--- src/hw/rtl/mups_pkg.sv ---
`default_nettype none
// ----------------------------------------------------------------------------
// mups_pkg
// Shared types, codes and constants for the MIDI UART port sequencer.
// ----------------------------------------------------------------------------
package mups_pkg;

    // Defaults for the top-level parameters.
    localparam int TIMER_BITS_DEF    = 16;
    localparam int CHANNEL_COUNT_DEF = 16;

    // Depth of the queue between the front and the back end.
    localparam int QUEUE_DEPTH = 2;
    localparam int QUEUE_AW    = (QUEUE_DEPTH > 1) ? $clog2(QUEUE_DEPTH) : 1;
    localparam int QUEUE_CW    = $clog2(QUEUE_DEPTH + 1);

    // Port command and status bytes.
    localparam logic [7:0] BYTE_RESET      = 8'hFF;
    localparam logic [7:0] BYTE_UART_MODE  = 8'h3F;
    localparam logic [7:0] BYTE_ACK        = 8'hFE;
    localparam logic [7:0] ST_PROGRAM      = 8'hC0;
    localparam logic [7:0] ST_CONTROL      = 8'hB0;
    localparam logic [7:0] CC_NOTES_OFF    = 8'd123;
    localparam logic [7:0] CC_SOUNDS_OFF   = 8'd120;
    localparam logic [7:0] CC_CTRL_OFF     = 8'd121;

    // Configuration reset values.
    localparam logic [15:0] CTL_TIMEOUT_RST  = 16'd250;
    localparam logic [15:0] DATA_TIMEOUT_RST = 16'd25;
    localparam logic [7:0]  META_STATUS_RST  = 8'hFF;
    localparam logic [3:0]  SKIP_CHAN_RST    = 4'd9;
    localparam logic [6:0]  INIT_PROG_RST    = 7'd0;

    typedef enum logic [1:0] {
        CMD_POLL  = 2'd0,
        CMD_OPEN  = 2'd1,
        CMD_CLOSE = 2'd2,
        CMD_EVENT = 2'd3
    } cmd_t;

    typedef enum logic [1:0] {
        ACT_NONE  = 2'd0,
        ACT_READ  = 2'd1,
        ACT_WDATA = 2'd2,
        ACT_WCTRL = 2'd3
    } act_t;

    typedef enum logic [2:0] {
        CFG_CTL_TIMEOUT  = 3'd0,
        CFG_DATA_TIMEOUT = 3'd1,
        CFG_META_STATUS  = 3'd2,
        CFG_SKIP_CHAN    = 3'd3,
        CFG_INIT_PROG    = 3'd4
    } cfg_idx_t;

    typedef enum logic [3:0] {
        PH_IDLE      = 4'd0,
        PH_RST_WAIT  = 4'd1,
        PH_RST_ACK   = 4'd2,
        PH_RST_FLUSH = 4'd3,
        PH_UART      = 4'd4,
        PH_PROG      = 4'd5,
        PH_CL_NOTES  = 4'd6,
        PH_CL_SOUNDS = 4'd7,
        PH_CL_CTRL   = 4'd8,
        PH_EVENT     = 4'd9
    } phase_t;

    typedef enum logic [1:0] {
        PW_WAIT  = 2'd0,
        PW_READY = 2'd1,
        PW_FAIL  = 2'd2
    } pw_t;

    typedef struct packed {
        logic [15:0] ctl_timeout;
        logic [15:0] data_timeout;
        logic [7:0]  meta_status;
        logic [3:0]  skip_chan;
        logic [6:0]  init_prog;
    } cfg_t;

    // One classified poll as it travels through the queue.
    typedef struct packed {
        cmd_t       cmd;
        logic [7:0] byte_value;
        logic       event_end;
        logic       tx_full;
        logic       rx_empty;
        logic       ack_seen;
        logic       meta_match;
        logic       tick;
    } item_t;

    typedef struct packed {
        act_t       port_action;
        logic [7:0] port_byte;
        logic       accepted;
        logic       request_done;
        logic       request_ok;
        logic       device_good;
    } res_t;

endpackage
`default_nettype wire

--- src/hw/rtl/mups_front.sv ---
`default_nettype none
// ----------------------------------------------------------------------------
// mups_front
// Takes input beats, decodes the command and pre-compares the bytes that the
// back end tests, and pushes the classified poll into the queue.
// ----------------------------------------------------------------------------
module mups_front
    import mups_pkg::*;
(
    input  wire logic       item_valid,
    output logic            item_ready,
    input  wire logic [1:0] command,
    input  wire logic [7:0] byte_value,
    input  wire logic       event_end,
    input  wire logic       tx_full,
    input  wire logic       rx_empty,
    input  wire logic [7:0] rx_byte,
    input  wire logic       tick,
    input  wire cfg_t       cfg,
    input  wire logic       q_ready,
    output logic            q_push,
    output item_t           q_item
);

    assign item_ready = q_ready;
    assign q_push     = item_valid && q_ready;

    always_comb
    begin
        q_item.cmd        = cmd_t'(command);
        q_item.byte_value = byte_value;
        q_item.event_end  = event_end;
        q_item.tx_full    = tx_full;
        q_item.rx_empty   = rx_empty;
        q_item.ack_seen   = (rx_byte == BYTE_ACK);
        q_item.meta_match = (byte_value == cfg.meta_status);
        q_item.tick       = tick;
    end

endmodule
`default_nettype wire

--- src/hw/rtl/mups_queue.sv ---
`default_nettype none
// ----------------------------------------------------------------------------
// mups_queue
// Short first-in first-out queue of classified polls between the front and
// the back end.
// ----------------------------------------------------------------------------
module mups_queue
    import mups_pkg::*;
(
    input  wire logic  clk,
    input  wire logic  rst_n,
    input  wire logic  push,
    input  wire item_t push_item,
    output logic       push_ready,
    input  wire logic  pop,
    output logic       pop_valid,
    output item_t      pop_item
);

    item_t                mem_reg [QUEUE_DEPTH];
    logic [QUEUE_AW-1:0]  wr_ptr_reg;
    logic [QUEUE_AW-1:0]  wr_ptr_next;
    logic [QUEUE_AW-1:0]  rd_ptr_reg;
    logic [QUEUE_AW-1:0]  rd_ptr_next;
    logic [QUEUE_CW-1:0]  count_reg;
    logic [QUEUE_CW-1:0]  count_next;

    assign push_ready = (count_reg != QUEUE_CW'(QUEUE_DEPTH));
    assign pop_valid  = (count_reg != '0);
    assign pop_item   = mem_reg[rd_ptr_reg];

    always_comb
    begin
        wr_ptr_next = wr_ptr_reg;
        rd_ptr_next = rd_ptr_reg;
        count_next  = count_reg;
        if (push)
        begin
            wr_ptr_next = (wr_ptr_reg == QUEUE_AW'(QUEUE_DEPTH - 1)) ? '0
                                                                      : wr_ptr_reg + QUEUE_AW'(1);
        end
        if (pop)
        begin
            rd_ptr_next = (rd_ptr_reg == QUEUE_AW'(QUEUE_DEPTH - 1)) ? '0
                                                                      : rd_ptr_reg + QUEUE_AW'(1);
        end
        case ({push, pop})
            2'b10:   count_next = count_reg + QUEUE_CW'(1);
            2'b01:   count_next = count_reg - QUEUE_CW'(1);
            default: count_next = count_reg;
        endcase
    end

    always_ff @(posedge clk or negedge rst_n)
    begin
        if (!rst_n)
        begin
            wr_ptr_reg <= '0;
            rd_ptr_reg <= '0;
            count_reg  <= '0;
        end
        else
        begin
            wr_ptr_reg <= wr_ptr_next;
            rd_ptr_reg <= rd_ptr_next;
            count_reg  <= count_next;
        end
    end

    always_ff @(posedge clk)
    begin
        if (push)
        begin
            mem_reg[wr_ptr_reg] <= push_item;
        end
    end

endmodule
`default_nettype wire

--- src/hw/rtl/mups_back.sv ---
`default_nettype none
// ----------------------------------------------------------------------------
// mups_back
// Port sequencer state machine. Executes one queued poll per cycle unless the
// output register is stalled, and holds the resulting beat in that register.
// ----------------------------------------------------------------------------
module mups_back
    import mups_pkg::*;
#(
    parameter int TIMER_BITS    = TIMER_BITS_DEF,
    parameter int CHANNEL_COUNT = CHANNEL_COUNT_DEF
)
(
    input  wire logic  clk,
    input  wire logic  rst_n,
    input  wire cfg_t  cfg,
    input  wire logic  q_valid,
    input  wire item_t q_item,
    output logic       q_pop,
    output logic       result_valid,
    input  wire logic  result_ready,
    output res_t       result
);

    localparam logic [4:0] CHAN_LIMIT = 5'(CHANNEL_COUNT);

    phase_t                phase_reg;
    phase_t                phase_next;
    logic [TIMER_BITS-1:0] timeout_reg;
    logic [TIMER_BITS-1:0] timeout_next;
    logic [3:0]            chan_reg;
    logic [3:0]            chan_next;
    logic [1:0]            step_reg;
    logic [1:0]            step_next;
    logic                  good_reg;
    logic                  good_next;
    logic                  in_event_reg;
    logic                  in_event_next;
    logic                  skip_meta_reg;
    logic                  skip_meta_next;
    logic [7:0]            held_byte_reg;
    logic [7:0]            held_byte_next;
    logic                  valid_reg;
    logic                  valid_next;
    res_t                  res_reg;
    res_t                  res_next;
    logic                  fire;

    logic [TIMER_BITS-1:0] ctl_load;
    logic [TIMER_BITS-1:0] data_load;

    // First channel at or after start that is not skipped. The result is
    // below CHAN_LIMIT only when such a channel exists.
    function automatic logic [4:0] find_chan(input logic [4:0] start, input logic [3:0] skip);
        find_chan = (start == {1'b0, skip}) ? start + 5'd1 : start;
    endfunction

    assign ctl_load  = TIMER_BITS'(cfg.ctl_timeout);
    assign data_load = TIMER_BITS'(cfg.data_timeout);

    assign fire         = q_valid && (!valid_reg || result_ready);
    assign q_pop        = fire;
    assign result_valid = valid_reg;
    assign result       = res_reg;

    always_comb
    begin
        logic       expired;
        logic       rst_end;
        logic       rst_ok;
        pw_t        pw;
        logic [4:0] cand;

        phase_next     = phase_reg;
        timeout_next   = timeout_reg;
        chan_next      = chan_reg;
        step_next      = step_reg;
        good_next      = good_reg;
        in_event_next  = in_event_reg;
        skip_meta_next = skip_meta_reg;
        held_byte_next = held_byte_reg;
        res_next       = '0;
        expired        = 1'b0;
        rst_end        = 1'b0;
        rst_ok         = 1'b0;
        cand           = '0;
        pw             = PW_WAIT;

        if (phase_reg != PH_IDLE)
        begin
            if (q_item.tick)
            begin
                if (timeout_reg == '0)
                begin
                    expired = 1'b1;
                end
                else
                begin
                    timeout_next = timeout_reg - TIMER_BITS'(1);
                end
            end

            // Drain received bytes first, then wait for room in the transmitter.
            if (expired)
            begin
                pw = PW_FAIL;
            end
            else if (!q_item.rx_empty || q_item.tx_full)
            begin
                pw = PW_WAIT;
            end
            else
            begin
                pw = PW_READY;
            end

            case (phase_reg)
                PH_RST_WAIT:
                begin
                    if (!q_item.rx_empty && !expired)
                    begin
                        res_next.port_action = ACT_READ;
                    end
                    if (pw != PW_WAIT)
                    begin
                        res_next.port_action = ACT_WCTRL;
                        res_next.port_byte   = BYTE_RESET;
                        phase_next           = PH_RST_ACK;
                    end
                end
                PH_RST_ACK:
                begin
                    if (!q_item.rx_empty)
                    begin
                        res_next.port_action = ACT_READ;
                    end
                    if (!q_item.rx_empty && q_item.ack_seen)
                    begin
                        phase_next = PH_RST_FLUSH;
                    end
                    else if (expired)
                    begin
                        rst_end = 1'b1;
                    end
                end
                PH_RST_FLUSH:
                begin
                    if (q_item.rx_empty)
                    begin
                        rst_end = 1'b1;
                        rst_ok  = 1'b1;
                    end
                    else if (expired)
                    begin
                        rst_end = 1'b1;
                    end
                    else
                    begin
                        res_next.port_action = ACT_READ;
                    end
                end
                PH_UART:
                begin
                    if (!q_item.rx_empty && !expired)
                    begin
                        res_next.port_action = ACT_READ;
                    end
                    if (pw == PW_FAIL)
                    begin
                        res_next.request_done = 1'b1;
                        phase_next            = PH_IDLE;
                    end
                    else if (pw == PW_READY)
                    begin
                        res_next.port_action = ACT_WCTRL;
                        res_next.port_byte   = BYTE_UART_MODE;
                        good_next            = 1'b1;
                        cand                 = find_chan(5'd0, cfg.skip_chan);
                        if (cand < CHAN_LIMIT)
                        begin
                            chan_next    = cand[3:0];
                            step_next    = 2'd0;
                            timeout_next = data_load;
                            phase_next   = PH_PROG;
                        end
                        else
                        begin
                            res_next.request_done = 1'b1;
                            res_next.request_ok   = 1'b1;
                            phase_next            = PH_IDLE;
                        end
                    end
                end
                PH_PROG:
                begin
                    if (!q_item.rx_empty && !expired)
                    begin
                        res_next.port_action = ACT_READ;
                    end
                    if (pw == PW_FAIL)
                    begin
                        good_next             = 1'b0;
                        res_next.request_done = 1'b1;
                        phase_next            = PH_IDLE;
                    end
                    else if (pw == PW_READY)
                    begin
                        res_next.port_action = ACT_WDATA;
                        if (step_reg == 2'd0)
                        begin
                            res_next.port_byte = ST_PROGRAM | {4'd0, chan_reg};
                            step_next          = 2'd1;
                            timeout_next       = data_load;
                        end
                        else
                        begin
                            res_next.port_byte = {1'b0, cfg.init_prog};
                            cand = find_chan({1'b0, chan_reg} + 5'd1, cfg.skip_chan);
                            if (cand < CHAN_LIMIT)
                            begin
                                chan_next    = cand[3:0];
                                step_next    = 2'd0;
                                timeout_next = data_load;
                            end
                            else
                            begin
                                res_next.request_done = 1'b1;
                                res_next.request_ok   = 1'b1;
                                phase_next            = PH_IDLE;
                            end
                        end
                    end
                end
                PH_CL_NOTES, PH_CL_SOUNDS, PH_CL_CTRL:
                begin
                    if (!q_item.rx_empty && !expired)
                    begin
                        res_next.port_action = ACT_READ;
                    end
                    if (pw == PW_FAIL)
                    begin
                        // Drop the rest of the close writes but still reset.
                        good_next    = 1'b0;
                        step_next    = 2'd1;
                        timeout_next = ctl_load;
                        phase_next   = PH_RST_WAIT;
                    end
                    else if (pw == PW_READY)
                    begin
                        res_next.port_action = ACT_WDATA;
                        timeout_next         = data_load;
                        if (step_reg == 2'd0)
                        begin
                            res_next.port_byte = ST_CONTROL | {4'd0, chan_reg};
                            step_next          = 2'd1;
                        end
                        else if (step_reg == 2'd1)
                        begin
                            if (phase_reg == PH_CL_NOTES)
                            begin
                                res_next.port_byte = CC_NOTES_OFF;
                            end
                            else if (phase_reg == PH_CL_SOUNDS)
                            begin
                                res_next.port_byte = CC_SOUNDS_OFF;
                            end
                            else
                            begin
                                res_next.port_byte = CC_CTRL_OFF;
                            end
                            step_next = 2'd2;
                        end
                        else
                        begin
                            res_next.port_byte = 8'd0;
                            step_next          = 2'd0;
                            if (phase_reg == PH_CL_NOTES)
                            begin
                                phase_next = PH_CL_SOUNDS;
                            end
                            else if (phase_reg == PH_CL_SOUNDS)
                            begin
                                phase_next = PH_CL_CTRL;
                            end
                            else if (({1'b0, chan_reg} + 5'd1) < CHAN_LIMIT)
                            begin
                                chan_next  = chan_reg + 4'd1;
                                phase_next = PH_CL_NOTES;
                            end
                            else
                            begin
                                step_next    = 2'd1;
                                timeout_next = ctl_load;
                                phase_next   = PH_RST_WAIT;
                            end
                        end
                    end
                end
                PH_EVENT:
                begin
                    if (!q_item.rx_empty && !expired)
                    begin
                        res_next.port_action = ACT_READ;
                    end
                    if (pw != PW_WAIT)
                    begin
                        if (pw == PW_READY)
                        begin
                            res_next.port_action = ACT_WDATA;
                            res_next.port_byte   = held_byte_reg;
                        end
                        else
                        begin
                            good_next = 1'b0;
                        end
                        if (step_reg[0])
                        begin
                            res_next.request_done = 1'b1;
                            res_next.request_ok   = (pw == PW_READY);
                            in_event_next         = 1'b0;
                            skip_meta_next        = 1'b0;
                        end
                        phase_next = PH_IDLE;
                    end
                end
                default:
                begin
                    phase_next = PH_IDLE;
                end
            endcase

            if (rst_end)
            begin
                if (step_reg == 2'd0)
                begin
                    if (rst_ok)
                    begin
                        timeout_next = ctl_load;
                        phase_next   = PH_UART;
                    end
                    else
                    begin
                        res_next.request_done = 1'b1;
                        phase_next            = PH_IDLE;
                    end
                end
                else
                begin
                    res_next.request_done = 1'b1;
                    res_next.request_ok   = rst_ok && good_next;
                    phase_next            = PH_IDLE;
                end
            end
        end
        else
        begin
            case (q_item.cmd)
                CMD_OPEN:
                begin
                    res_next.accepted = 1'b1;
                    in_event_next     = 1'b0;
                    skip_meta_next    = 1'b0;
                    step_next         = 2'd0;
                    timeout_next      = ctl_load;
                    phase_next        = PH_RST_WAIT;
                end
                CMD_CLOSE:
                begin
                    res_next.accepted = 1'b1;
                    in_event_next     = 1'b0;
                    skip_meta_next    = 1'b0;
                    if (!good_reg)
                    begin
                        res_next.request_done = 1'b1;
                    end
                    else
                    begin
                        chan_next    = 4'd0;
                        step_next    = 2'd0;
                        timeout_next = data_load;
                        phase_next   = PH_CL_NOTES;
                    end
                end
                CMD_EVENT:
                begin
                    res_next.accepted = 1'b1;
                    if (!in_event_reg)
                    begin
                        in_event_next  = 1'b1;
                        skip_meta_next = good_reg && q_item.meta_match;
                    end
                    if (skip_meta_next || !good_reg)
                    begin
                        if (q_item.event_end)
                        begin
                            res_next.request_done = 1'b1;
                            res_next.request_ok   = skip_meta_next;
                            in_event_next         = 1'b0;
                            skip_meta_next        = 1'b0;
                        end
                    end
                    else
                    begin
                        held_byte_next = q_item.byte_value;
                        step_next      = {1'b0, q_item.event_end};
                        timeout_next   = data_load;
                        phase_next     = PH_EVENT;
                    end
                end
                default:
                begin
                    phase_next = PH_IDLE;
                end
            endcase
        end

        res_next.device_good = good_next;
    end

    always_comb
    begin
        if (fire)
        begin
            valid_next = 1'b1;
        end
        else if (result_ready)
        begin
            valid_next = 1'b0;
        end
        else
        begin
            valid_next = valid_reg;
        end
    end

    always_ff @(posedge clk or negedge rst_n)
    begin
        if (!rst_n)
        begin
            phase_reg     <= PH_IDLE;
            timeout_reg   <= '0;
            chan_reg      <= '0;
            step_reg      <= '0;
            good_reg      <= 1'b0;
            in_event_reg  <= 1'b0;
            skip_meta_reg <= 1'b0;
            valid_reg     <= 1'b0;
        end
        else
        begin
            valid_reg <= valid_next;
            if (fire)
            begin
                phase_reg     <= phase_next;
                timeout_reg   <= timeout_next;
                chan_reg      <= chan_next;
                step_reg      <= step_next;
                good_reg      <= good_next;
                in_event_reg  <= in_event_next;
                skip_meta_reg <= skip_meta_next;
            end
        end
    end

    always_ff @(posedge clk)
    begin
        if (fire)
        begin
            held_byte_reg <= held_byte_next;
            res_reg       <= res_next;
        end
    end

endmodule
`default_nettype wire

--- src/hw/rtl/midi_uart_port_sequencer.sv ---
`default_nettype none
// ----------------------------------------------------------------------------
// midi_uart_port_sequencer
// Host-side sequencer for a MIDI UART port: open, close and event bytes,
// one port status poll per beat.
// ----------------------------------------------------------------------------
// Usage:
// Each input beat is one poll: a host request (command, byte_value,
// event_end) together with a sample of the port status (tx_full, rx_empty,
// rx_byte, tick). Every input beat yields exactly one result beat telling
// the host which port access to perform (port_action, port_byte), whether
// the request was taken (accepted; 0 means offer it again), and whether an
// open, close or event finished (request_done, request_ok), plus the
// current device_good flag.
// The configuration channel (cfg_valid, cfg_ready, cfg_index, cfg_data) is
// always ready; write it only while no poll is in flight.
// An accepted input beat is written into the queue, and the state machine
// then executes it into the output register, where the receiver takes it.
// Throughput is one beat per clock while the receiver keeps taking beats: a
// two-entry queue separates the classifying front end from the sequencer
// state machine, which retires one poll per cycle into an output register.
// When the receiver stalls, the output register holds its beat, the queue
// fills, and item_ready drops once two beats wait in the queue.
// Reset clears the sequencer to idle with device_good low, empties the
// queue and restores the configuration defaults.
// ----------------------------------------------------------------------------
module midi_uart_port_sequencer
    import mups_pkg::*;
#(
    parameter int TIMER_BITS    = TIMER_BITS_DEF,
    parameter int CHANNEL_COUNT = CHANNEL_COUNT_DEF
)
(
    input  wire logic        clk,
    input  wire logic        rst_n,

    input  wire logic        cfg_valid,
    output logic             cfg_ready,
    input  wire logic [2:0]  cfg_index,
    input  wire logic [15:0] cfg_data,

    input  wire logic        item_valid,
    output logic             item_ready,
    input  wire logic [1:0]  command,
    input  wire logic [7:0]  byte_value,
    input  wire logic        event_end,
    input  wire logic        tx_full,
    input  wire logic        rx_empty,
    input  wire logic [7:0]  rx_byte,
    input  wire logic        tick,

    output logic             result_valid,
    input  wire logic        result_ready,
    output logic [1:0]       port_action,
    output logic [7:0]       port_byte,
    output logic             accepted,
    output logic             request_done,
    output logic             request_ok,
    output logic             device_good
);

    cfg_t  cfg_reg;
    cfg_t  cfg_next;
    logic  q_push;
    logic  q_ready;
    item_t q_in_item;
    logic  q_pop;
    logic  q_valid;
    item_t q_out_item;
    res_t  result;

    // Configuration writes land directly; an index past the list is ignored.
    assign cfg_ready = 1'b1;

    always_comb
    begin
        cfg_next = cfg_reg;
        if (cfg_valid)
        begin
            case (cfg_idx_t'(cfg_index))
                CFG_CTL_TIMEOUT:  cfg_next.ctl_timeout  = cfg_data;
                CFG_DATA_TIMEOUT: cfg_next.data_timeout = cfg_data;
                CFG_META_STATUS:  cfg_next.meta_status  = cfg_data[7:0];
                CFG_SKIP_CHAN:    cfg_next.skip_chan    = cfg_data[3:0];
                CFG_INIT_PROG:    cfg_next.init_prog    = cfg_data[6:0];
                default:          cfg_next = cfg_reg;
            endcase
        end
    end

    always_ff @(posedge clk or negedge rst_n)
    begin
        if (!rst_n)
        begin
            cfg_reg.ctl_timeout  <= CTL_TIMEOUT_RST;
            cfg_reg.data_timeout <= DATA_TIMEOUT_RST;
            cfg_reg.meta_status  <= META_STATUS_RST;
            cfg_reg.skip_chan    <= SKIP_CHAN_RST;
            cfg_reg.init_prog    <= INIT_PROG_RST;
        end
        else
        begin
            cfg_reg <= cfg_next;
        end
    end

    // Front end: accepts input beats and classifies them.
    mups_front u_front (
        .item_valid (item_valid),
        .item_ready (item_ready),
        .command    (command),
        .byte_value (byte_value),
        .event_end  (event_end),
        .tx_full    (tx_full),
        .rx_empty   (rx_empty),
        .rx_byte    (rx_byte),
        .tick       (tick),
        .cfg        (cfg_reg),
        .q_ready    (q_ready),
        .q_push     (q_push),
        .q_item     (q_in_item)
    );

    // Queue that lets the front keep accepting while the back end stalls.
    mups_queue u_queue (
        .clk        (clk),
        .rst_n      (rst_n),
        .push       (q_push),
        .push_item  (q_in_item),
        .push_ready (q_ready),
        .pop        (q_pop),
        .pop_valid  (q_valid),
        .pop_item   (q_out_item)
    );

    // Back end: the sequencer itself and the output register.
    mups_back #(
        .TIMER_BITS    (TIMER_BITS),
        .CHANNEL_COUNT (CHANNEL_COUNT)
    ) u_back (
        .clk          (clk),
        .rst_n        (rst_n),
        .cfg          (cfg_reg),
        .q_valid      (q_valid),
        .q_item       (q_out_item),
        .q_pop        (q_pop),
        .result_valid (result_valid),
        .result_ready (result_ready),
        .result       (result)
    );

    assign port_action  = result.port_action;
    assign port_byte    = result.port_byte;
    assign accepted     = result.accepted;
    assign request_done = result.request_done;
    assign request_ok   = result.request_ok;
    assign device_good  = result.device_good;

endmodule
`default_nettype wire

--- config.mk ---
export PLATFORM = sky130hd
export DESIGN_NAME = midi_uart_port_sequencer
export DESIGN_NICKNAME = d
export VERILOG_FILES = /design/src/hw/rtl/mups_pkg.sv /design/src/hw/rtl/mups_front.sv /design/src/hw/rtl/mups_queue.sv /design/src/hw/rtl/mups_back.sv /design/src/hw/rtl/midi_uart_port_sequencer.sv
export SDC_FILE = /design/constraint.sdc
export NUM_CORES = 1
export LEC_CHECK = 0
export ABC_AREA = 1
export BUFFER_PORTS_ARGS = -buffer_cell sky130_fd_sc_hd__buf_4
export CORE_ASPECT_RATIO = 1.1
export CORE_MARGIN = 2
export CORE_UTILIZATION = 45
export DETAILED_ROUTE_END_ITERATION = 7
export PLACE_DENSITY = 0.76
export REMOVE_ABC_BUFFERS = 1
export SLEW_MARGIN = 0
export SYNTH_ARGS = -nofsm -noshare
export SYNTH_HDL_FRONTEND = slang
export SYNTH_HIERARCHICAL = 1
export SYNTH_SLANG_ARGS = --single-unit
--- constraint.sdc ---
create_clock -name clk -period 2.9 [get_ports clk]
set_clock_uncertainty 0.05 [all_clocks]
set_input_delay 0.725 -clock clk [delete_from_list [all_inputs] [get_ports clk]]
set_output_delay 0.725 -clock clk [all_outputs]
set_load 0.01 [all_outputs]
* Word-level counts from Yosys, hierarchy flattened *
Memories as Yosys holds them, arrays and structs flattened.
Cells that the tools add are included.

word-level totals
  latch bits = 0
  register bits = 107
  memory bits (read-only) = 0
  word-level logic and storage cells = 310
  memory bits (writable) = 32
  memories kept = 1
  bits of input ports = 46
  output and inout bits = 17

cells by class
  divide/modulo/power cells = 0
  $add $sub $neg = 8
  bitwise gates (word level) = 2
  $lt $le $gt $ge = 3
  muxes and demuxes = 174
  eq/ne operators = 58
  $mul = 0
  shifts and indexed selects = 0
  reductions and logical operators = 41

memories
  name             words  width  read ports  clocked after memory_dff  wr ports  RTL line          text
  u_queue.mem_reg  2      16     1           0                         1         mups_queue.sv:20  item_t mem_reg [QUEUE_DEPTH];

operator list
  kind                   number
  $mux 16                22
  $mux 4                 36
  $pmux 16 s3            2
  $mux 10                9
  $mux 2                 30
  $mux 1                 52
  $ne 3x3->1 const B     15
  $pmux 8 s5             1
  $ne 5x5->1 const B     7
  $mux 8                 4
  $pmux 4 s7             1
  $ne 4x4->1 const B     6
  $pmux 4 s3             2
  $pmux 2 s3             3
  $reduce_and 18->1      1
  $eq 4x3->1 const B     4
  $logic_not 16->1       1
  $sub 16x1->16 const B  1
  $lt 5x5->1 const B     3
  $pmux 2 s7             1
  $reduce_and 14->1      1
  $mux 3                 4
  $reduce_and 12->1      1
  $reduce_bool 2->1      6
  other kinds (40)       73

* Longest topological paths before layout *
Gate-level depths: netlist (run 1).

  depth after elaboration = 15
  depth in mapped cells = 19
  depth with buffers taken out = 19

* By module *
Netlist (run 1), hierarchy kept.

modules (own cells, without submodules)
  module                    seq. area each (um^2)  area each (um^2)  instances  cells each
  mups_back                 1411.4                 5276.3            1          874
  midi_uart_port_sequencer  1300.0                 2100.8            1          232
  mups_queue                1061.0                 1478.9            1          108
  mups_front                0.0                    305.3             1          65

* Least setup slack after synthesis (run 1) *
OpenSTA, ideal clock, no wires.

  kind = reg-to-reg
  from = reg u_queue.rd_ptr_reg
  to = reg u_back.timeout_reg[5]
  data required time = 2.728 ns
  buffers on the path = 6
  setup time = 0.122 ns
  cell stages (with the launch flop) = 17
  path slack = 0.166 ns
  data arrival time = 2.562 ns
  clock period less this slack = 2.734 ns
  cells stage by stage = dfrtp_1 -> buf_6 -> buf_12 -> o21ai_2 -> clkbuf_1 -> inv_1 -> clkbuf_1 -> ha_1 -> nor2_1 -> nand2_1 -> nand2_1 -> nor2_2 -> inv_1 -> buf_4 -> buf_2 -> a21oi_1 -> a21oi_1

RTL lines
  element                   RTL line          text
  start: declaration        mups_queue.sv:23  logic [QUEUE_AW-1:0] rd_ptr_reg;
  start signal: assignment  mups_queue.sv:65  rd_ptr_reg <= rd_ptr_next;
  end signal: assignment    mups_back.sv:455  timeout_reg <= timeout_next;
  end: declaration          mups_back.sv:29   logic [TIMER_BITS-1:0] timeout_reg;

* Final worst setup path (run 1) *
  from = reg u_back.timeout_reg[0]
  to = reg u_back.timeout_reg[0]

on the way
  word-level cells in the longest chain between the ends = 14
  elaborated cells on any way between the ends = 30
  classes of those cells = add/sub (1); eq/ne (2); mux (26); reduce/logical (1)

ends and longest elaborated chain
  element                                                 RTL line          text
  branches (longest 12 deep; another with $sub 16x1->16)  --
  $mux 16 (*)                                             mups_back.sv:332  if (rst_end)
  $mux 16 (*)                                             mups_back.sv:89   if (phase_reg != PH_IDLE)

Every way passes the cells marked *. The select of a mux whose other input is x is not followed.
A chain may end at the register's enable or synchronous reset.

==> reports/qor.csv, run 1 <==
metric,value,unit
synth_area_per_cell,7.163,um^2
p_total,10.95,mW
synth_ff_type,dfrtp_1,
power.net_switching,5.082,mW
initial_core_util,0.4596,
p_seq_frac,0.302,
vdd_drop_max,0.6052,mV
die_y,153.6,um
dp.cells,1562,
crit_path_max_fanout,17,
yosys-top-cells-area,"dfrtp_1, edfxtp_1, nand2_1, nand3_1, inv_1",
period_needed,2594,ps
clkLatencyLatePin,430,ps
antennaDiodeCount,0,
hold_class,input pin to asynchronous set/reset pin,
fp-row-count,54,
grt_pass1_vias,8057,
yosys.area.top_type_share,0.1803,
ant_nets,0,
antenna_found_initial,0,
drc_errors,3,
power_leakage,5.119,nW
status,finished with violations,
use_met3,0.05294,
ioPinCount,63,
intPower,5.873,mW
cts-root-buf,clkbuf_16,
synth_seq_cells,139,
die_x,140.0,um
multi_input_area,4367,um^2
die_area,21520,um^2
cp_data_required_time,3170,ps
place_hpwl,19.37,mm
yosysMostFrequentCell,nand2_1,
firstDrtPassIters,7,
layoutNonFillerInstCount,1594,
io_buffers,61,
maxSlewHeadroom,0.5515,
worst-path-buf-inv,2,
cts.clk_slew.worst_paths,70,ps
yosysTopAreaCell,dfrtp_1,
grt_pass1_wl,42.41,mm
layout-drive-gt1-share,0.1513,
cts.sinks,139,
path_class,register to register,
path_cells,inv_1 -> ha_1 -> nand2_2 -> nor2_4 -> nand3_4 -> nand2_4 -> buf_4 -> nand3_1 -> o21ai_0 -> nor2_1 -> nor2_1 -> nand3_1 -> nand2_1 -> a21oi_1,
core_area,19930,um^2
hold_buffers,0,
grt_use_met2,0.3955,
clock_path_buffers,2,
first_iter_violations,824,
p_clk_frac,0.201,
finalHoldViolCount,0,
synth_cell_types,48,
yosysSeqAreaShare,0.4118,
syn-cell-area,9161,um^2
seqCellArea,3774,um^2
max_freq,385.5,MHz
violations,DRC,
grt_setup_unrepaired,false,
use_met1,0.3374,
combPwrFrac,0.497,
critical_path.max_stage_delay,390,ps
drv_cap,0,
ctsHtreeMaxLevel,4,
areaGrowthSynthToFinish,13.06,%
grt_usage,0.2493,
cts_tree,done,
synthCells,1279,
totalWireLength,26.46,mm
fin_hold_ws,248.2,ps
grt_busiest_layer,met2,
fillCellCount,1881,
largest_register_ffs,51,
dr_total_vias,8744,
cts_setup_buffers,0,
grt_max_degree,47,
worstMarginPinSlew,672.0,ps
synth_warnings,6,
end_kind,register,
cp_top_family,simple AND/OR/NAND/NOR gates,
ctsResizeCount,0,
finalCritPeriodShare,0.8945,
power.density,1058,nW/um^2
routed_via_density,5.486,
routedWlPerCell,16.60,um
synthTopCellsByCount,"nand2_1, inv_1, nand3_1",
crit_path_start_kind,register,
gp_congestion,0.9792,
async_flop_share,0.6115,
cts_buffers,17,
synth_edf_count,54,
fin_nets,1383,
cp.arrival,2860,ps
crit_slowest_cell,dfrtp_1,
finalSetupViolations,0,
slew_violations,0,
swShare,0.4639,
grt_overflow_total,0,
[cell type report]
| class | count | share of cell area |
|---|---|---|
| inverter | 162 | 0.05871 |
| timing repair buffer | 92 | 0.06789 |
| clock buffer | 19 | 0.04180 |
| tap | 252 | 0.03044 |
| clock inverter | 13 | 0.01522 |
| sequential | 139 | 0.3643 |
| multi-input combinational | 917 | 0.4216 |
[worst paths after layout]
path                                        from                     to  slack [ps]  cells past startpoint
max reg2reg                u_back/timeout_reg[0]  u_back/timeout_reg[0]         310                     14
max in group asynchronous                  rst_n            cfg_reg[10]        1820                      2
min in group clk                     cfg_reg[22]            cfg_reg[22]         430                      2
min                                        rst_n  u_back/timeout_reg[9]         250                      1
min reg2reg                          cfg_reg[22]            cfg_reg[22]         430                      2
max                        u_back/timeout_reg[0]  u_back/timeout_reg[0]         310                     14
[worst reg2reg max path, cell delays in order (launching register included)]
cell     delay [ps]
dfrtp_1         390
inv_1           140
ha_1            280
nand2_2         120
nor2_4          160
nand3_4         120
nand2_4         230
buf_4           280
nand3_1         150
o21ai_0         100
nor2_1           50
nor2_1          150
nand3_1         100
nand2_1         100
a21oi_1          60
[layout by cell type (no fill, tap or decap), types with 4 or more instances in the layout]
master	netlist	layout
nand2_4	3	4
xor2_1	9	9
nand3b_1	8	8
o211ai_1	5	5
nand3_1	123	123
a21oi_1	62	62
dfrtp_1	66	65
edfxtp_1	54	54
nand2_2	9	8
dfstp_2	19	19
nor3_1	9	9
nor2_2	14	14
o31ai_1	4	4
nor2_4	6	6
o21ai_0	68	68
nor2_1	100	100
inv_2	8	8
clkbuf_16	0	17
inv_1	154	154
buf_4	20	91
nand2_1	401	401
o21ai_2	14	14
or2_2	4	4
ha_1	8	8
nand4_1	29	29
a31oi_1	8	8
o21ai_1	13	13
[cell families after synthesis]
family | count (synthesis) | synth area share
simple gates | 713 | 0.3416
other cells | 1 | 0.0004093
xor+xnor | 10 | 0.009561
buf+inv | 223 | 0.1121
flops | 139 | 0.4118
compound gates | 185 | 0.1136
fa+ha+maj | 8 | 0.01093
[metrics by stage]
stage / setup WS [ps] / util / instance area (um^2) / TNS (ps)
6_report: 305.8 / 0.5196 / 10360 / 0
5_1_grt: 8.045 / 0.5196 / 10360 / 0
4_1_cts: 132.0 / 0.5193 / 10350 / 0
3_5_place_dp: 128.8 / 0.4897 / 9761 / 0
3_3_place_gp: 241.3 / 0.4897 / 9761 / 0
2_1_floorplan: -549.7 / - / 8742 / -9281
[metal layers]
metal | vias to the layer above | part of all wire | wire length, um
met2 | 430 | 0.46 | 12090
met3 | 66 | 0.084 | 2214
met5 | - | 0 | 0
met4 | 0 | 0.028 | 751
li1 | 4242 | - | -
met1 | 4006 | 0.43 | 11390
[power by group through the flow]
| stage | registers (mW) | logic (mW) | clock network, mW |
|---|---|---|---|
| final | 3.31 | 5.45 | 2.20 |
| after detailed placement | 3.32 | 5.28 | 0 |
| after CTS | 3.29 | 5.33 | 2.24 |
| after floorplan | 3.24 | 3.54 | 0 |
| after global routing | 3.37 | 6.08 | 2.31 |
| after global placement | 3.30 | 5.19 | 0 |
(Power assumes the default switching activity.)
==> inputs of run 2 (changes only) <==
--- a/config.mk
+++ b/config.mk
@@ -5,7 +5,7 @@
 export SDC_FILE = /design/constraint.sdc
 export NUM_CORES = 1
 export LEC_CHECK = 0
-export ABC_AREA = 1
+export ABC_AREA = 0
 export BUFFER_PORTS_ARGS = -buffer_cell sky130_fd_sc_hd__buf_4
 export CORE_ASPECT_RATIO = 1.1
 export CORE_MARGIN = 2
==> reports/qor.csv, run 2 <==
metric,value,unit,change
yosys-top-cells-area,"dfrtp_1, edfxtp_1, mux2_2, dfstp_2, a21oi_1",,
die_x,133.2,um,-4.9%
p_seq_frac,0.316,,+0.014
power_leakage,3.948,nW,-23%
finalSetupTns,0,ps,unchanged
end_kind,register,,
ant_nets,0,,unchanged
finalCritPeriodShare,0.9827,,+0.08819
routedWlPerCell,21.37,um,+29%
clock_path_buffers,2,,unchanged
hold_class,input pin to asynchronous set/reset pin,,
drc_errors,0,,-3
first_iter_violations,976,,+18%
clkLatencyLatePin,440,ps,about the same
maxSlewHeadroom,0.4702,,-0.08129
cts_tree,done,,
cp_top_family,simple AND/OR/NAND/NOR gates,,
p_clk_frac,0.216,,+0.015
grt_overflow_total,0,,unchanged
max_freq,350.9,MHz,-9.0%
die_area,19460,um^2,-9.6%
critical_path.max_stage_delay,450,ps,+60 ps
io_buffers,61,,unchanged
ioPinCount,63,,unchanged
gp_congestion,1.012,,+3.4%
synth_seq_cells,139,,unchanged
totalWireLength,24.41,mm,-7.7%
mostFrequentLayoutCells,"buf_4, dfrtp_1, mux2_2, nor2_1, a21oi_1",,
finalSetupViolations,0,,unchanged
path_cells,buf_4 -> mux2_2 -> nand3b_1 -> or3_4 -> o21ai_4 -> buf_4 -> nor2_1 -> o221ai_1 -> nand2_1 -> a31o_1,,
cts.sinks,139,,unchanged
ff2ff_path_depth,10,,-4
finalHoldViolCount,0,,unchanged
path_depth,10,,-4
worst_slack,50.08,ps,-255.7 ps
yosysMostFrequentCell,dfrtp_1,,
power.density,1056,nW/um^2,-0.17%
firstDrtPassIters,6,,-1
slew_violations,0,,unchanged
cts-root-buf,clkbuf_16,,
status,completed,,
cp.arrival,2990,ps,+130 ps
cp_data_required_time,3040,ps,-130 ps
grt_usage,0.2543,,+0.004917
hold_buffers,0,,unchanged
crit_slowest_cell,dfrtp_2,,
core_area,17870,um^2,-10%
combPwrFrac,0.468,,-0.029
crit_path_max_fanout,5,,-12
crit_path_start_kind,register,,
dr_total_vias,7131,,-18%
cts.clk_slew.worst_paths,60,ps,about the same
syn-cell-area,8260,um^2,-9.8%
power.net_switching,4.304,mW,-15%
fin_nets,945,,-32%
synth_cell_types,87,,+81%
fin_hold_ws,119.6,ps,-128.5 ps
async_flop_share,0.6115,,unchanged
largest_register_ffs,51,,unchanged
layout-drive-gt1-share,0.3119,,+0.1607
initial_core_util,0.4623,,+0.002689
final_common_cell,buf_4,,
antenna_found_initial,0,,unchanged
drv_cap,0,,unchanged
post-place-ws,138.4,ps,+9.689 ps
synthTopCellsByCount,"dfrtp_1, mux2_2, nor2_1",,
yosysSeqAreaShare,0.4567,,+0.04491
synth_ff_type,dfrtp_1,,
fillCellCount,1588,,-16%
vdd_drop_max,0.5284,mV,-13%
die_y,146.1,um,-4.9%
intPower,6.177,mW,+5.2%
place_hpwl,17.38,mm,-10%
grt_max_degree,47,,unchanged
yosysTopAreaCell,dfrtp_1,,
swShare,0.4106,,-0.05325
antennaDiodeCount,0,,unchanged
areaGrowthSynthToFinish,20.18,%,
fp-row-count,51,,-5.6%
cp_common_cell,buf_4,,
period_needed,2850,ps,+255.7 ps
grt_pass1_wl,38.62,mm,-8.9%
synth_warnings,6,,unchanged
yosys.area.top_type_share,0.1999,,+0.01966
path_class,register to register,,
synth_area_per_cell,10.40,um^2,+45%
synthCells,794,,-38%
synth_edf_count,54,,unchanged
ctsHtreeMaxLevel,4,,unchanged
worst-path-buf-inv,2,,unchanged
worstMarginPinSlew,794.7,ps,+122.7 ps
grt_pass1_vias,6976,,-13%
routed_via_density,6.244,,+14%
cts_buffers,17,,unchanged
==> run 2: power groups by stage <==
stage	sequential [mW]	combinational, mW	clock, mW
floorplan	3.30	2.85	0
global placement	3.29	4.65	0
detailed placement	3.32	4.71	0
CTS	3.29	4.78	2.29
global route	3.38	5.29	2.36
finish	3.31	4.91	2.26
==> run 2: path summary, 6_finish.rpt <==
kind                                            from                     to  slack [ps]
max in group asynchronous                      rst_n     u_queue/rd_ptr_reg        2070
worst max register to register    u_queue/rd_ptr_reg       u_back/result[1]          50
worst max-delay path              u_queue/rd_ptr_reg       u_back/result[1]          50
worst min-delay path                           rst_n            cfg_reg[32]         120
worst min register to register  u_queue/count_reg[1]   u_queue/count_reg[1]         450
min in group clk                             tx_full  u_queue/mem_reg[1][4]         420
==> run 2: metrics by stage <==
stage	std cells	util	instance area, um^2	power (mW)
2_1_floorplan	739	-	7945	6.145
3_3_place_gp	1108	0.5193	9279	7.948
3_5_place_dp	1108	0.5193	9279	8.030
4_1_cts	1140	0.5538	9894	10.35
5_1_grt	1142	0.5556	9927	11.03
6_report	1142	0.5556	9927	10.48
==> run 2: kinds of logic after synthesis <==
kind of cell / share of synthesized area
AND/OR/NAND/NOR: 0.1556
AO/OA/AOI/OAI: 0.1806
flip-flops: 0.4567
multiplexers: 0.1174
buffers and inverters: 0.04226
XOR/XNOR: 0.03499
adder cells (fa/ha/maj): 0.01212
other: 0.0004540
==> run 2: routing by layer <==
metal  up-vias  wire length, um  global-route usage  part of all wire
met3        80             1775             0.04097             0.073
met4         0              868              0.1011             0.036
met1      3474             9995              0.3433              0.41
met5         -                0                   0                 0
li1       3199                -                   -                 -
met2       378            11770              0.4111              0.48
==> run 2: cell type report <==
cell class                      instances  area, um^2  area share
Inverter                                9       33.78    0.003403
Timing Repair Buffer                  133        1036      0.1044
Clock buffer                           18       450.4     0.04537
Clock inverter                         14       165.2     0.01664
Sequential cell                       139        3774      0.3801
Multi-Input combinational cell        591        4170      0.4201
Tap cell                              238       297.8     0.03000
==> run 2: repair_timing <==
action                     4_1_cts  5_1_grt
resized for setup                0        4
setup endpoints to repair        0       19
hold endpoints to repair         0        0
setup buffers                    0        2
==> run 2: worst register-to-register path: stages (launching register included) <==
cell      delay, ps
dfrtp_2         450
buf_4           170
mux2_2          280
nand3b_1        170
or3_4           420
o21ai_4         240
buf_4           170
nor2_1           40
o221ai_1        170
nand2_1         170
a31o_1          260
